===== src/rtl/shamh_pkg.sv =====
// Package with the SHA-256 constants, types and round functions.
package shamh_pkg;

  typedef logic [31:0] word_t;
  typedef word_t [7:0] vars_t;

  localparam vars_t IV = {
    32'h5be0cd19, 32'h1f83d9ab, 32'h9b05688c, 32'h510e527f,
    32'ha54ff53a, 32'h3c6ef372, 32'hbb67ae85, 32'h6a09e667
  };

  localparam logic [7:0] PAD_BYTE = 8'h80;
  localparam logic [5:0] LEN_POS = 6'd56;

  function automatic word_t ror(input word_t x, input int n);
    ror = (x >> n) | (x << (32 - n));
  endfunction

  function automatic word_t round_k(input logic [5:0] idx);
    word_t k;
    unique case (idx)
      6'd0: k = 32'h428a2f98;  6'd1: k = 32'h71374491;
      6'd2: k = 32'hb5c0fbcf;  6'd3: k = 32'he9b5dba5;
      6'd4: k = 32'h3956c25b;  6'd5: k = 32'h59f111f1;
      6'd6: k = 32'h923f82a4;  6'd7: k = 32'hab1c5ed5;
      6'd8: k = 32'hd807aa98;  6'd9: k = 32'h12835b01;
      6'd10: k = 32'h243185be; 6'd11: k = 32'h550c7dc3;
      6'd12: k = 32'h72be5d74; 6'd13: k = 32'h80deb1fe;
      6'd14: k = 32'h9bdc06a7; 6'd15: k = 32'hc19bf174;
      6'd16: k = 32'he49b69c1; 6'd17: k = 32'hefbe4786;
      6'd18: k = 32'h0fc19dc6; 6'd19: k = 32'h240ca1cc;
      6'd20: k = 32'h2de92c6f; 6'd21: k = 32'h4a7484aa;
      6'd22: k = 32'h5cb0a9dc; 6'd23: k = 32'h76f988da;
      6'd24: k = 32'h983e5152; 6'd25: k = 32'ha831c66d;
      6'd26: k = 32'hb00327c8; 6'd27: k = 32'hbf597fc7;
      6'd28: k = 32'hc6e00bf3; 6'd29: k = 32'hd5a79147;
      6'd30: k = 32'h06ca6351; 6'd31: k = 32'h14292967;
      6'd32: k = 32'h27b70a85; 6'd33: k = 32'h2e1b2138;
      6'd34: k = 32'h4d2c6dfc; 6'd35: k = 32'h53380d13;
      6'd36: k = 32'h650a7354; 6'd37: k = 32'h766a0abb;
      6'd38: k = 32'h81c2c92e; 6'd39: k = 32'h92722c85;
      6'd40: k = 32'ha2bfe8a1; 6'd41: k = 32'ha81a664b;
      6'd42: k = 32'hc24b8b70; 6'd43: k = 32'hc76c51a3;
      6'd44: k = 32'hd192e819; 6'd45: k = 32'hd6990624;
      6'd46: k = 32'hf40e3585; 6'd47: k = 32'h106aa070;
      6'd48: k = 32'h19a4c116; 6'd49: k = 32'h1e376c08;
      6'd50: k = 32'h2748774c; 6'd51: k = 32'h34b0bcb5;
      6'd52: k = 32'h391c0cb3; 6'd53: k = 32'h4ed8aa4a;
      6'd54: k = 32'h5b9cca4f; 6'd55: k = 32'h682e6ff3;
      6'd56: k = 32'h748f82ee; 6'd57: k = 32'h78a5636f;
      6'd58: k = 32'h84c87814; 6'd59: k = 32'h8cc70208;
      6'd60: k = 32'h90befffa; 6'd61: k = 32'ha4506ceb;
      6'd62: k = 32'hbef9a3f7; 6'd63: k = 32'hc67178f2;
      default: k = '0;
    endcase
    round_k = k;
  endfunction

endpackage


===== src/rtl/shamh_in_if.sv =====
// Input channel: one message byte with its flags per word.
interface shamh_in_if;
  logic       valid;
  logic       ready;
  logic [7:0] data_byte;
  logic       byte_valid;
  logic       last;
  modport source (output valid, data_byte, byte_valid, last, input ready);
  modport sink (input valid, data_byte, byte_valid, last, output ready);
endinterface


===== src/rtl/shamh_out_if.sv =====
// Output channel: the eight digest words of one message per word.
interface shamh_out_if;
  logic        valid;
  logic        ready;
  logic [31:0] digest_word0;
  logic [31:0] digest_word1;
  logic [31:0] digest_word2;
  logic [31:0] digest_word3;
  logic [31:0] digest_word4;
  logic [31:0] digest_word5;
  logic [31:0] digest_word6;
  logic [31:0] digest_word7;
  modport source (output valid, digest_word0, digest_word1, digest_word2, digest_word3,
                  digest_word4, digest_word5, digest_word6, digest_word7, input ready);
  modport sink (input valid, digest_word0, digest_word1, digest_word2, digest_word3,
                digest_word4, digest_word5, digest_word6, digest_word7, output ready);
endinterface


===== src/rtl/shamh_round.sv =====
// Shared SHA-256 round unit with the message schedule step.
module shamh_round (
  input  shamh_pkg::vars_t     vars_i,
  input  shamh_pkg::word_t     w0_i,
  input  shamh_pkg::word_t     w1_i,
  input  shamh_pkg::word_t     w9_i,
  input  shamh_pkg::word_t     w14_i,
  input  logic [5:0]           round_i,
  output shamh_pkg::vars_t     vars_o,
  output shamh_pkg::word_t     w_new_o
);
  import shamh_pkg::*;

  word_t big1, choose, t1, big0, major, sg0, sg1;

  always_comb begin
    big1   = ror(vars_i[4], 6) ^ ror(vars_i[4], 11) ^ ror(vars_i[4], 25);
    choose = (vars_i[4] & vars_i[5]) ^ (~vars_i[4] & vars_i[6]);
    t1     = vars_i[7] + big1 + choose + round_k(round_i) + w0_i;
    big0   = ror(vars_i[0], 2) ^ ror(vars_i[0], 13) ^ ror(vars_i[0], 22);
    major  = (vars_i[0] & vars_i[1]) ^ (vars_i[0] & vars_i[2]) ^ (vars_i[1] & vars_i[2]);
    vars_o[7] = vars_i[6];
    vars_o[6] = vars_i[5];
    vars_o[5] = vars_i[4];
    vars_o[4] = vars_i[3] + t1;
    vars_o[3] = vars_i[2];
    vars_o[2] = vars_i[1];
    vars_o[1] = vars_i[0];
    vars_o[0] = t1 + big0 + major;
    sg0 = ror(w1_i, 7) ^ ror(w1_i, 18) ^ (w1_i >> 3);
    sg1 = ror(w14_i, 17) ^ ror(w14_i, 19) ^ (w14_i >> 10);
    w_new_o = w0_i + sg0 + w9_i + sg1;
  end

endmodule


===== src/rtl/sha256_message_hasher_core.sv =====
// Top level: byte packing, padding sequencer and digest output of the SHA-256 hasher.
// Usage:
// - in_i takes one word per handshake: a message byte, its byte_valid flag and last.
//   last marks the final word of a message; a final word with byte_valid low ends
//   the message without adding a byte, so an empty message is allowed.
// - out_o presents the eight digest words, word0 most significant, one result per message.
// Timing:
// - A byte that does not complete a 64-byte block is taken with in_i staying ready.
// - The byte that completes a block starts one compression: the rounds on the
//   single round unit, then a fold into the chain, with in_i idle throughout.
// - A final word adds a padding step and one or two compressions (two when 56 or
//   more bytes of the last block are used) before the result.
// - No bytes are taken while a compression runs: in_i is ready only when idle.
// Reset puts the chain words at the initial hash values and the byte count at zero.
// A result waits in the output register while out_o is stalled; further bytes are
// still taken, and the next digest waits in the fold step until the register is free.
module sha256_message_hasher_core (
  input logic        clk_i,
  input logic        rst_ni,
  shamh_in_if.sink   in_i,
  shamh_out_if.source out_o
);
  import shamh_pkg::*;

  typedef enum logic [1:0] {ST_IDLE, ST_PAD, ST_RUN, ST_FOLD} state_e;
  typedef enum logic [1:0] {PH_MSG, PH_SPILL, PH_FINAL} phase_e;

  state_e        state_q;
  phase_e        phase_q;
  logic          pend_last_q;
  logic [5:0]    round_q;
  logic [60:0]   count_q;
  vars_t         chain_q, vars_q, vars_d, digest_q;
  word_t [15:0]  w_q, padded;
  word_t         w_new;
  logic          out_valid_q;
  logic [5:0]    pos;
  logic [63:0]   bit_len;
  logic          accept;
  logic          digest_load;

  shamh_round u_round (
    .vars_i (vars_q),
    .w0_i   (w_q[0]),
    .w1_i   (w_q[1]),
    .w9_i   (w_q[9]),
    .w14_i  (w_q[14]),
    .round_i(round_q),
    .vars_o (vars_d),
    .w_new_o(w_new)
  );

  assign pos     = count_q[5:0];
  assign bit_len = {count_q, 3'b000};
  assign accept  = in_i.valid && in_i.ready;
  assign in_i.ready = (state_q == ST_IDLE);
  assign digest_load = (state_q == ST_FOLD) && (phase_q == PH_FINAL) &&
                       (!out_valid_q || out_o.ready);

  // Padded block: bytes before the write position are kept, then 0x80, then zeros.
  always_comb begin
    for (int i = 0; i < 16; i++) begin
      for (int j = 0; j < 4; j++) begin
        if ({i[3:0], j[1:0]} < pos) begin
          padded[i][8*(3-j) +: 8] = w_q[i][8*(3-j) +: 8];
        end else if ({i[3:0], j[1:0]} == pos) begin
          padded[i][8*(3-j) +: 8] = PAD_BYTE;
        end else begin
          padded[i][8*(3-j) +: 8] = 8'h00;
        end
      end
    end
  end

  always_ff @(posedge clk_i or negedge rst_ni) begin
    if (!rst_ni) begin
      state_q     <= ST_IDLE;
      phase_q     <= PH_MSG;
      pend_last_q <= 1'b0;
      round_q     <= '0;
      count_q     <= '0;
      chain_q     <= IV;
      out_valid_q <= 1'b0;
    end else begin
      if (digest_load) begin
        out_valid_q <= 1'b1;
      end else if (out_valid_q && out_o.ready) begin
        out_valid_q <= 1'b0;
      end
      unique case (state_q)
        ST_IDLE: begin
          if (accept) begin
            pend_last_q <= in_i.last;
            if (in_i.byte_valid) begin
              w_q[pos[5:2]][{~pos[1:0], 3'b000} +: 8] <= in_i.data_byte;
              count_q <= count_q + 61'd1;
              if (pos == 6'd63) begin
                phase_q <= PH_MSG;
                vars_q  <= chain_q;
                round_q <= '0;
                state_q <= ST_RUN;
              end else if (in_i.last) begin
                state_q <= ST_PAD;
              end
            end else if (in_i.last) begin
              state_q <= ST_PAD;
            end
          end
        end
        ST_PAD: begin
          if (pos >= LEN_POS) begin
            w_q     <= padded;
            phase_q <= PH_SPILL;
          end else begin
            w_q     <= {bit_len[31:0], bit_len[63:32], padded[13:0]};
            phase_q <= PH_FINAL;
          end
          vars_q  <= chain_q;
          round_q <= '0;
          state_q <= ST_RUN;
        end
        ST_RUN: begin
          vars_q <= vars_d;
          w_q    <= {w_new, w_q[15:1]};
          round_q <= round_q + 6'd1;
          if (round_q == 6'd63) begin
            state_q <= ST_FOLD;
          end
        end
        ST_FOLD: begin
          unique case (phase_q)
            PH_FINAL: begin
              // The digest waits here until the output register is free.
              if (!out_valid_q || out_o.ready) begin
                for (int i = 0; i < 8; i++) begin
                  digest_q[i] <= chain_q[i] + vars_q[i];
                end
                chain_q     <= IV;
                count_q     <= '0;
                pend_last_q <= 1'b0;
                state_q     <= ST_IDLE;
              end
            end
            PH_SPILL: begin
              for (int i = 0; i < 8; i++) begin
                chain_q[i] <= chain_q[i] + vars_q[i];
                vars_q[i]  <= chain_q[i] + vars_q[i];
              end
              for (int i = 0; i < 14; i++) begin
                w_q[i] <= '0;
              end
              w_q[14] <= bit_len[63:32];
              w_q[15] <= bit_len[31:0];
              phase_q <= PH_FINAL;
              round_q <= '0;
              state_q <= ST_RUN;
            end
            default: begin
              for (int i = 0; i < 8; i++) begin
                chain_q[i] <= chain_q[i] + vars_q[i];
              end
              state_q <= pend_last_q ? ST_PAD : ST_IDLE;
            end
          endcase
        end
        default: state_q <= ST_IDLE;
      endcase
    end
  end

  assign out_o.valid        = out_valid_q;
  assign out_o.digest_word0 = digest_q[0];
  assign out_o.digest_word1 = digest_q[1];
  assign out_o.digest_word2 = digest_q[2];
  assign out_o.digest_word3 = digest_q[3];
  assign out_o.digest_word4 = digest_q[4];
  assign out_o.digest_word5 = digest_q[5];
  assign out_o.digest_word6 = digest_q[6];
  assign out_o.digest_word7 = digest_q[7];

  a_round_only_in_run: assert property (@(posedge clk_i) disable iff (!rst_ni)
    (round_q != 6'd0) |-> (state_q == ST_RUN))
    else $error("round counter moved outside a compression");

  a_full_block_compresses: assert property (@(posedge clk_i) disable iff (!rst_ni)
    (accept && in_i.byte_valid && pos == 6'd63) |=> (state_q == ST_RUN && round_q == 6'd0))
    else $error("completed block did not start a compression");

  a_digest_clears_count: assert property (@(posedge clk_i) disable iff (!rst_ni)
    $rose(out_valid_q) |-> (count_q == 61'd0 && state_q == ST_IDLE))
    else $error("digest issued without clearing the message state");

  a_last_goes_to_pad: assert property (@(posedge clk_i) disable iff (!rst_ni)
    (accept && in_i.last && !in_i.byte_valid) |=> (state_q == ST_PAD))
    else $error("final word without a byte did not start padding");

endmodule


===== src/flat_wrapper.sv =====
// flat-port wrapper written by rule: the top's interface ports become plain ports
module sha256_message_hasher_core_flat import shamh_pkg::*;
  (clk_i, rst_ni, in_i_valid, in_i_data_byte, in_i_byte_valid, in_i_last, in_i_ready, out_o_valid, out_o_digest_word0, out_o_digest_word1, out_o_digest_word2, out_o_digest_word3, out_o_digest_word4, out_o_digest_word5, out_o_digest_word6, out_o_digest_word7, out_o_ready);
  shamh_in_if in_i_i ();
  shamh_out_if out_o_i ();
  input logic clk_i;
  input logic rst_ni;
  input wire logic [$bits(in_i_i.valid)-1:0] in_i_valid;
  input wire logic [$bits(in_i_i.data_byte)-1:0] in_i_data_byte;
  input wire logic [$bits(in_i_i.byte_valid)-1:0] in_i_byte_valid;
  input wire logic [$bits(in_i_i.last)-1:0] in_i_last;
  output wire logic [$bits(in_i_i.ready)-1:0] in_i_ready;
  output wire logic [$bits(out_o_i.valid)-1:0] out_o_valid;
  output wire logic [$bits(out_o_i.digest_word0)-1:0] out_o_digest_word0;
  output wire logic [$bits(out_o_i.digest_word1)-1:0] out_o_digest_word1;
  output wire logic [$bits(out_o_i.digest_word2)-1:0] out_o_digest_word2;
  output wire logic [$bits(out_o_i.digest_word3)-1:0] out_o_digest_word3;
  output wire logic [$bits(out_o_i.digest_word4)-1:0] out_o_digest_word4;
  output wire logic [$bits(out_o_i.digest_word5)-1:0] out_o_digest_word5;
  output wire logic [$bits(out_o_i.digest_word6)-1:0] out_o_digest_word6;
  output wire logic [$bits(out_o_i.digest_word7)-1:0] out_o_digest_word7;
  input wire logic [$bits(out_o_i.ready)-1:0] out_o_ready;
  assign in_i_i.valid = in_i_valid;
  assign in_i_i.data_byte = in_i_data_byte;
  assign in_i_i.byte_valid = in_i_byte_valid;
  assign in_i_i.last = in_i_last;
  assign in_i_ready = in_i_i.ready;
  assign out_o_valid = out_o_i.valid;
  assign out_o_digest_word0 = out_o_i.digest_word0;
  assign out_o_digest_word1 = out_o_i.digest_word1;
  assign out_o_digest_word2 = out_o_i.digest_word2;
  assign out_o_digest_word3 = out_o_i.digest_word3;
  assign out_o_digest_word4 = out_o_i.digest_word4;
  assign out_o_digest_word5 = out_o_i.digest_word5;
  assign out_o_digest_word6 = out_o_i.digest_word6;
  assign out_o_digest_word7 = out_o_i.digest_word7;
  assign out_o_i.ready = out_o_ready;
  sha256_message_hasher_core u_core (.clk_i(clk_i), .rst_ni(rst_ni), .in_i(in_i_i), .out_o(out_o_i));
endmodule

===== config.mk =====
export PLATFORM = sky130hd
export DESIGN_NAME = sha256_message_hasher_core_flat
export DESIGN_NICKNAME = d
export VERILOG_FILES = /design/src/rtl/shamh_pkg.sv /design/src/rtl/shamh_in_if.sv /design/src/rtl/shamh_out_if.sv /design/src/rtl/shamh_round.sv /design/src/rtl/sha256_message_hasher_core.sv /design/src/flat_wrapper.sv
export SDC_FILE = /design/constraint.sdc
export NUM_CORES = 2
export LEC_CHECK = 0
export CAP_MARGIN = 20
export CORE_ASPECT_RATIO = 0.5
export CORE_UTILIZATION = 55
export CTS_CLUSTER_SIZE = 20
export DETAILED_ROUTE_END_ITERATION = 6
export DONT_BUFFER_PORTS = 1
export PLACE_DENSITY = 0.7
export SETUP_SLACK_MARGIN = 0.02
export SLEW_MARGIN = 15
export SYNTH_ARGS = -nofsm -noshare
export SYNTH_HDL_FRONTEND = slang
export SYNTH_SLANG_ARGS = --single-unit

===== constraint.sdc =====
create_clock -name clk_i -period 43.4 [get_ports clk_i]
set_clock_uncertainty 0.2 [all_clocks]
set_input_delay 10.85 -clock clk_i [delete_from_list [all_inputs] [get_ports clk_i]]
set_output_delay 10.85 -clock clk_i [all_outputs]
set_load 0.1 [all_outputs]

---- Word level (Yosys, flattened, before mapping) ----
Memory sizes are Yosys's and may differ from the RTL's.
Cells that the tools add are included.
Widths: inputs -> output; s select.
storage, ports and cells
  input port bits ......................... 14
  bits in read-only memories .............. 2,048
  word-level logic and storage cells ...... 461
  register bits after elaboration ......... 1,353
  memories ................................ 1
  output and inout bits ................... 258
memories
  name              depth  width  rd ports  clocked after memory_dff  wr ports  line             RTL
  (name not given)  64     32     1         0                         0         shamh_pkg.sv:21  unique case (idx)
operators by class
  shifts and indexed selects .............. 2
  reductions and logical operators ........ 29
  order comparisons ....................... 67
  bitwise operators ....................... 28
  equal/unequal tests ..................... 87
  mux-type cells .......................... 174
  add/subtract/negate cells ............... 21
operators by type and width
  kind                   count
  $mux 512               4
  $pmux 512 s4           1
  $mux 256               6
  $mux 8                 128
  $pmux 256 s4           1
  $add 32x32->32         18
  $bwmux 512             1
  $xor 32x32->32         9
  $mux 61                4
  $eq 6x6->1 const A     32
  $lt 6x6->1 const A     32
  $and 32x32->32         5
  $demux 32 s4           1
  $pmux 61 s2            1
  $eq 5x6->1 const A     16
  $lt 5x6->1 const A     16
  $add 61x1->61 const B  1
  $reduce_and 5->1       11
  $eq 4x6->1 const A     8
  $lt 4x6->1 const A     8
  $mux 32                1
  $not 32->32            1
  $or 10x32->32          1
  $or 13x32->32          1
  48 further kinds       101

---- Longest topological paths before layout ----
  depth in word-level cells ............... 10
  mapped depth ............................ 39
  mapped depth without buffers ............ 38

---- Modules after synthesis ----
From an unflattened synthesis, not the netlist that was laid out.
second synthesis, totals
  cell total of the unflattened synthesis .. 8,310
  area, all modules ....................... 86,035.0 sq um
by module, submodules not included
  module                      cells each  area each (sq um)  seq. area each (sq um)  times used
  sha256_message_hasher_core  5,985       68,126.6           39,152.6                1
  shamh_round                 2,325       17,908.4           0.0                     1

---- Worst setup path before layout ----
No wires, ideal clock.
  path kind ............................... in2reg
  start ................................... input port out_o_ready
  end ..................................... register u_core.digest_q (netlist bit u_core.out_o.digest_word0[0]) (enable)
  stages on the path ...................... 3
  path buffers ............................ 1
  arrival ................................. 28,488 ps
  library setup time ...................... 1,186 ps
  slack ................................... 13,526 ps
  cells stage by stage .................... nor2b_1 -> clkbuf_1 -> nor3_1
on the way
  word-level cells in the longest chain between the ends .. 2
RTL lines
  element                            line                               RTL
  start, declared                    flat_wrapper.sv:22                 input wire logic [$bits(out_o_i.ready)-1:0] out_o_ready;
  $logic_or 1x1->1                   sha256_message_hasher_core.sv:134  if (!out_valid_q || out_o.ready) begin
  $reduce_and 4->1 (no source line)  n/a
  end signal, assigned by index      sha256_message_hasher_core.sv:136  digest_q[i] <= chain_q[i] + vars_q[i];
  end, declared                      sha256_message_hasher_core.sv:33   vars_t chain_q, vars_q, vars_d, digest_q;
No other way between the ends.
A chain may end at the register's enable or synchronous reset.

---- Final worst setup path ----
  start ................................... input port rst_ni
  end ..................................... register u_core.vars_q[108] (netlist bit) (enable)
on the way
  word-level cells in the longest chain between the ends .. 1
RTL lines
  element                            line                               RTL
  start, declared                    flat_wrapper.sv:7                  input logic rst_ni;
  $reduce_and 5->1 (no source line)  n/a
  end signal, assigned               sha256_message_hasher_core.sv:99   vars_q <= chain_q;
  end signal, assigned               sha256_message_hasher_core.sv:118  vars_q <= chain_q;
  end signal, assigned               sha256_message_hasher_core.sv:123  vars_q <= vars_d;
  end, declared                      sha256_message_hasher_core.sv:33
No other way between the ends.

==> summary.md <==
| Metric | Value |
|---|---|
| Status | `complete, but fails checks` |
| Clk_lat worst skew | `0.78 ns` |
| Worst hold path type | `register to register` |
| Syn-to-layout area delta | `7.18%` |
| Adder-Cell Fraction of Synth Area | `0.109` |
| Share of cells above drive strength 1 | `0.0719` |
| Largest net degree at the start of global routing | `331` |
| Setup_tns | `0 ns` |
| Initial drt markers | `9936` |
| Syn Inst Count | `8034` |
| First-pass GRT wire length | `417 mm` |
| Layout fillers | `12600` |
| Yosys reg bits | `1353` |
| Number of setup buffers added after CTS | `0` |
| Critical path arrival | `14.87 ns` |
| Slew Limit Fails | `91` |
| Vias/cell | `6.70` |
| Multiplexer share of the synthesized area | `0.0292` |
| DR WL/cell | `28.9 um` |
| Fin crit share | `0.339` |
| Vias | `67000` |
| Synth Area in XOR/XNOR | `0.0634` |
| Fin. Hold Viols | `0` |
| # setup viols final | `0` |
| Worst Tran Pin Value | `1.59 ns` |
| Router iterations before antenna repair | `7` |
| Mean area per synthesized cell | `10.5 um^2` |
| Die area | `155000 um^2` |
| Compound-cell area share of the yosys netlist | `0.192` |
| Post-synth top flop | `edfxtp_1` |
| CP Capture Type | `register` |
| Synth async-reset ratio | `0.243` |
| Ports | `272` |
| Distinct cells, synth | `107` |
| Remaining Overflow, GRT | `0` |
| Row cnt | `101` |
| Ys Warns | `0` |
| Fmax | `68.0 MHz` |
| Clock tree from TritonCTS | `yes` |
| PortBufs | `0` |
| EDFF count, synth | `1024` |
| Critical path fanouts, max | `330` |
| Gr usage total | `0.366` |
| Leading cell type in the layout, fill and taps excluded | `edfxtp_1` |
| Clk buf depth | `3` |
| Post-CTS Resized | `0` |
| Cell Area, Synth | `84100 um^2` |
| DRC viols | `15` |
| Nets | `8431` |
| CORE AREA | `152000 um^2` |
| Chip height | `279 um` |
| Maximum level of the CTS H-tree | `3` |
| Clk pin slew, worst setup/hold paths | `0.07 ns` |
| Slew margin rel. | `-0.0629` |
| Synth Area in Simple Gates | `0.109` |
| Worst Setup Start Kind | `input port` |
| Initial antenna violation count | `17` |
| Commonest non-fill, non-tap cells in the layout | `edfxtp_1 (1024), nand2_1 (848), a21oi_1 (633)` |
| Total length of routed wires | `289 mm` |
| Sequential share of the synthesized area | `0.465` |
| Final ANT Viol Nets | `0` |
| Max-cap violations | `0` |
| Setup CP Type | `input port to register` |
| RSZ-0062 raised after global routing | `false` |
| Die width | `555 um` |
| Syn nets | `8641` |
| Vias in the first global route | `61100` |
| Starting Density | `0.554` |
| Sink Count | `1353` |
| CTS Buf Count | `121` |
| Largest family of logic cells by synthesized area | `compound AO/OA/AOI/OAI gates` |
| Crit path time final | `14.70 ns` |
| Critical Path RT | `43.57 ns` |
| GPL Wtd Cong | `1.06` |
| Clock root cell | `clkbuf_16` |
| Hold_buf cts | `0` |
| Detail Placement HPWL | `205 mm` |
| Failing checks | `design-rule violations, max-slew violations` |
-- path summary, 6_finish.rpt --
path	startpoint	endpoint	slack [ns]	cells past startpoint
worst min register to register	u_core.chain_q[93]$_DFFE_PN1P_	u_core.chain_q[93]$_DFFE_PN1P_	0.29	2
max in group asynchronous	rst_ni	u_core.state_q[0]$_DFFE_PN0P_	31.95	0
min in group asynchronous	rst_ni	u_core.chain_q[172]$_DFFE_PN0P_	9.62	0
worst min-delay path	u_core.chain_q[93]$_DFFE_PN1P_	u_core.chain_q[93]$_DFFE_PN1P_	0.29	2
worst max-delay path	rst_ni	u_core.vars_q[108]$_DFFE_PP_	28.70	5
worst max register to register	u_core.round_q[0]$_DFFE_PN0P_	u_core.vars_q[31]$_DFFE_PP_	31.96	34
-- cells in the mapped netlist (125+ instances only) --
library cell / number / area share
mux2i_1: 196 / 0.023
fa_1: 195 / 0.046
inv_1: 259 / 0.012
o21ai_0: 572 / 0.034
xor2_1: 148 / 0.015
a21oi_1: 635 / 0.038
clkbuf_1: 378 / 0.017
dfrtp_1: 193 / 0.057
a22o_1: 207 / 0.022
nor2_1: 596 / 0.027
nand3_1: 126 / 0.0075
dfstp_2: 136 / 0.042
ha_1: 398 / 0.059
a21o_1: 188 / 0.017
o22a_1: 125 / 0.013
xnor2_1: 459 / 0.048
edfxtp_1: 1024 / 0.37
nand2_1: 850 / 0.038
-- routing by layer --
metal	vias up	routed length, um	global-route usage
met1	32800	116000	0.516
li1	29200	-	-
met4	24	13600	0.149
met2	4203	122000	0.527
met5	-	154	0
met3	753	37800	0.108
-- critical path, cell delays in order --
cell	delay [ns]
inv_1	0.46
nor2_4	0.19
buf_4	0.68
buf_4	0.91
buf_12	0.51
-- cells by family (layout without fill, tap and decap cells) --
logic type               count (synthesis)  after routing
AO/OA/AOI/OAI                         2449           2449
XOR/XNOR                               608            608
adder cells (fa/ha/maj)                624            624
buffers and inverters                  707            605
flip-flops                            1353           1353
multiplexers                           234            234
other                                    0              3
AND/OR/NAND/NOR                       2059           2059
-- stage by stage --
stage	worst slack [ns]	std cells	hold slack (ns)	util	instance area, um^2
after detailed placement	28.75	9729	0.276	0.565	85800
after global routing	28.87	9992	0.309	0.594	90200
after CTS	28.97	9960	0.284	0.593	89900
final	28.70	9995	0.288	0.594	90200
after floorplan	13.53	8034	0.244	-	84100
after global placement	28.80	9729	0.267	0.565	85800
-- final cells by class --
| type | instances | area, um^2 | area share |
|---|---|---|---|
| diodes | 3 | 7.51 | 0.0000833 |
| clock buffers | 140 | 3170 | 0.0352 |
| clock inverters | 91 | 993 | 0.0110 |
| inverters | 262 | 988 | 0.0110 |
| multi-input cells | 5974 | 42400 | 0.471 |
| flip-flops and latches | 1353 | 39200 | 0.434 |
| well taps | 2060 | 2580 | 0.0286 |
| repair buffers | 112 | 823 | 0.00913 |
Power is not shown: default switching activity piles up to over one toggle a cycle in this logic, so the estimate is an artifact.
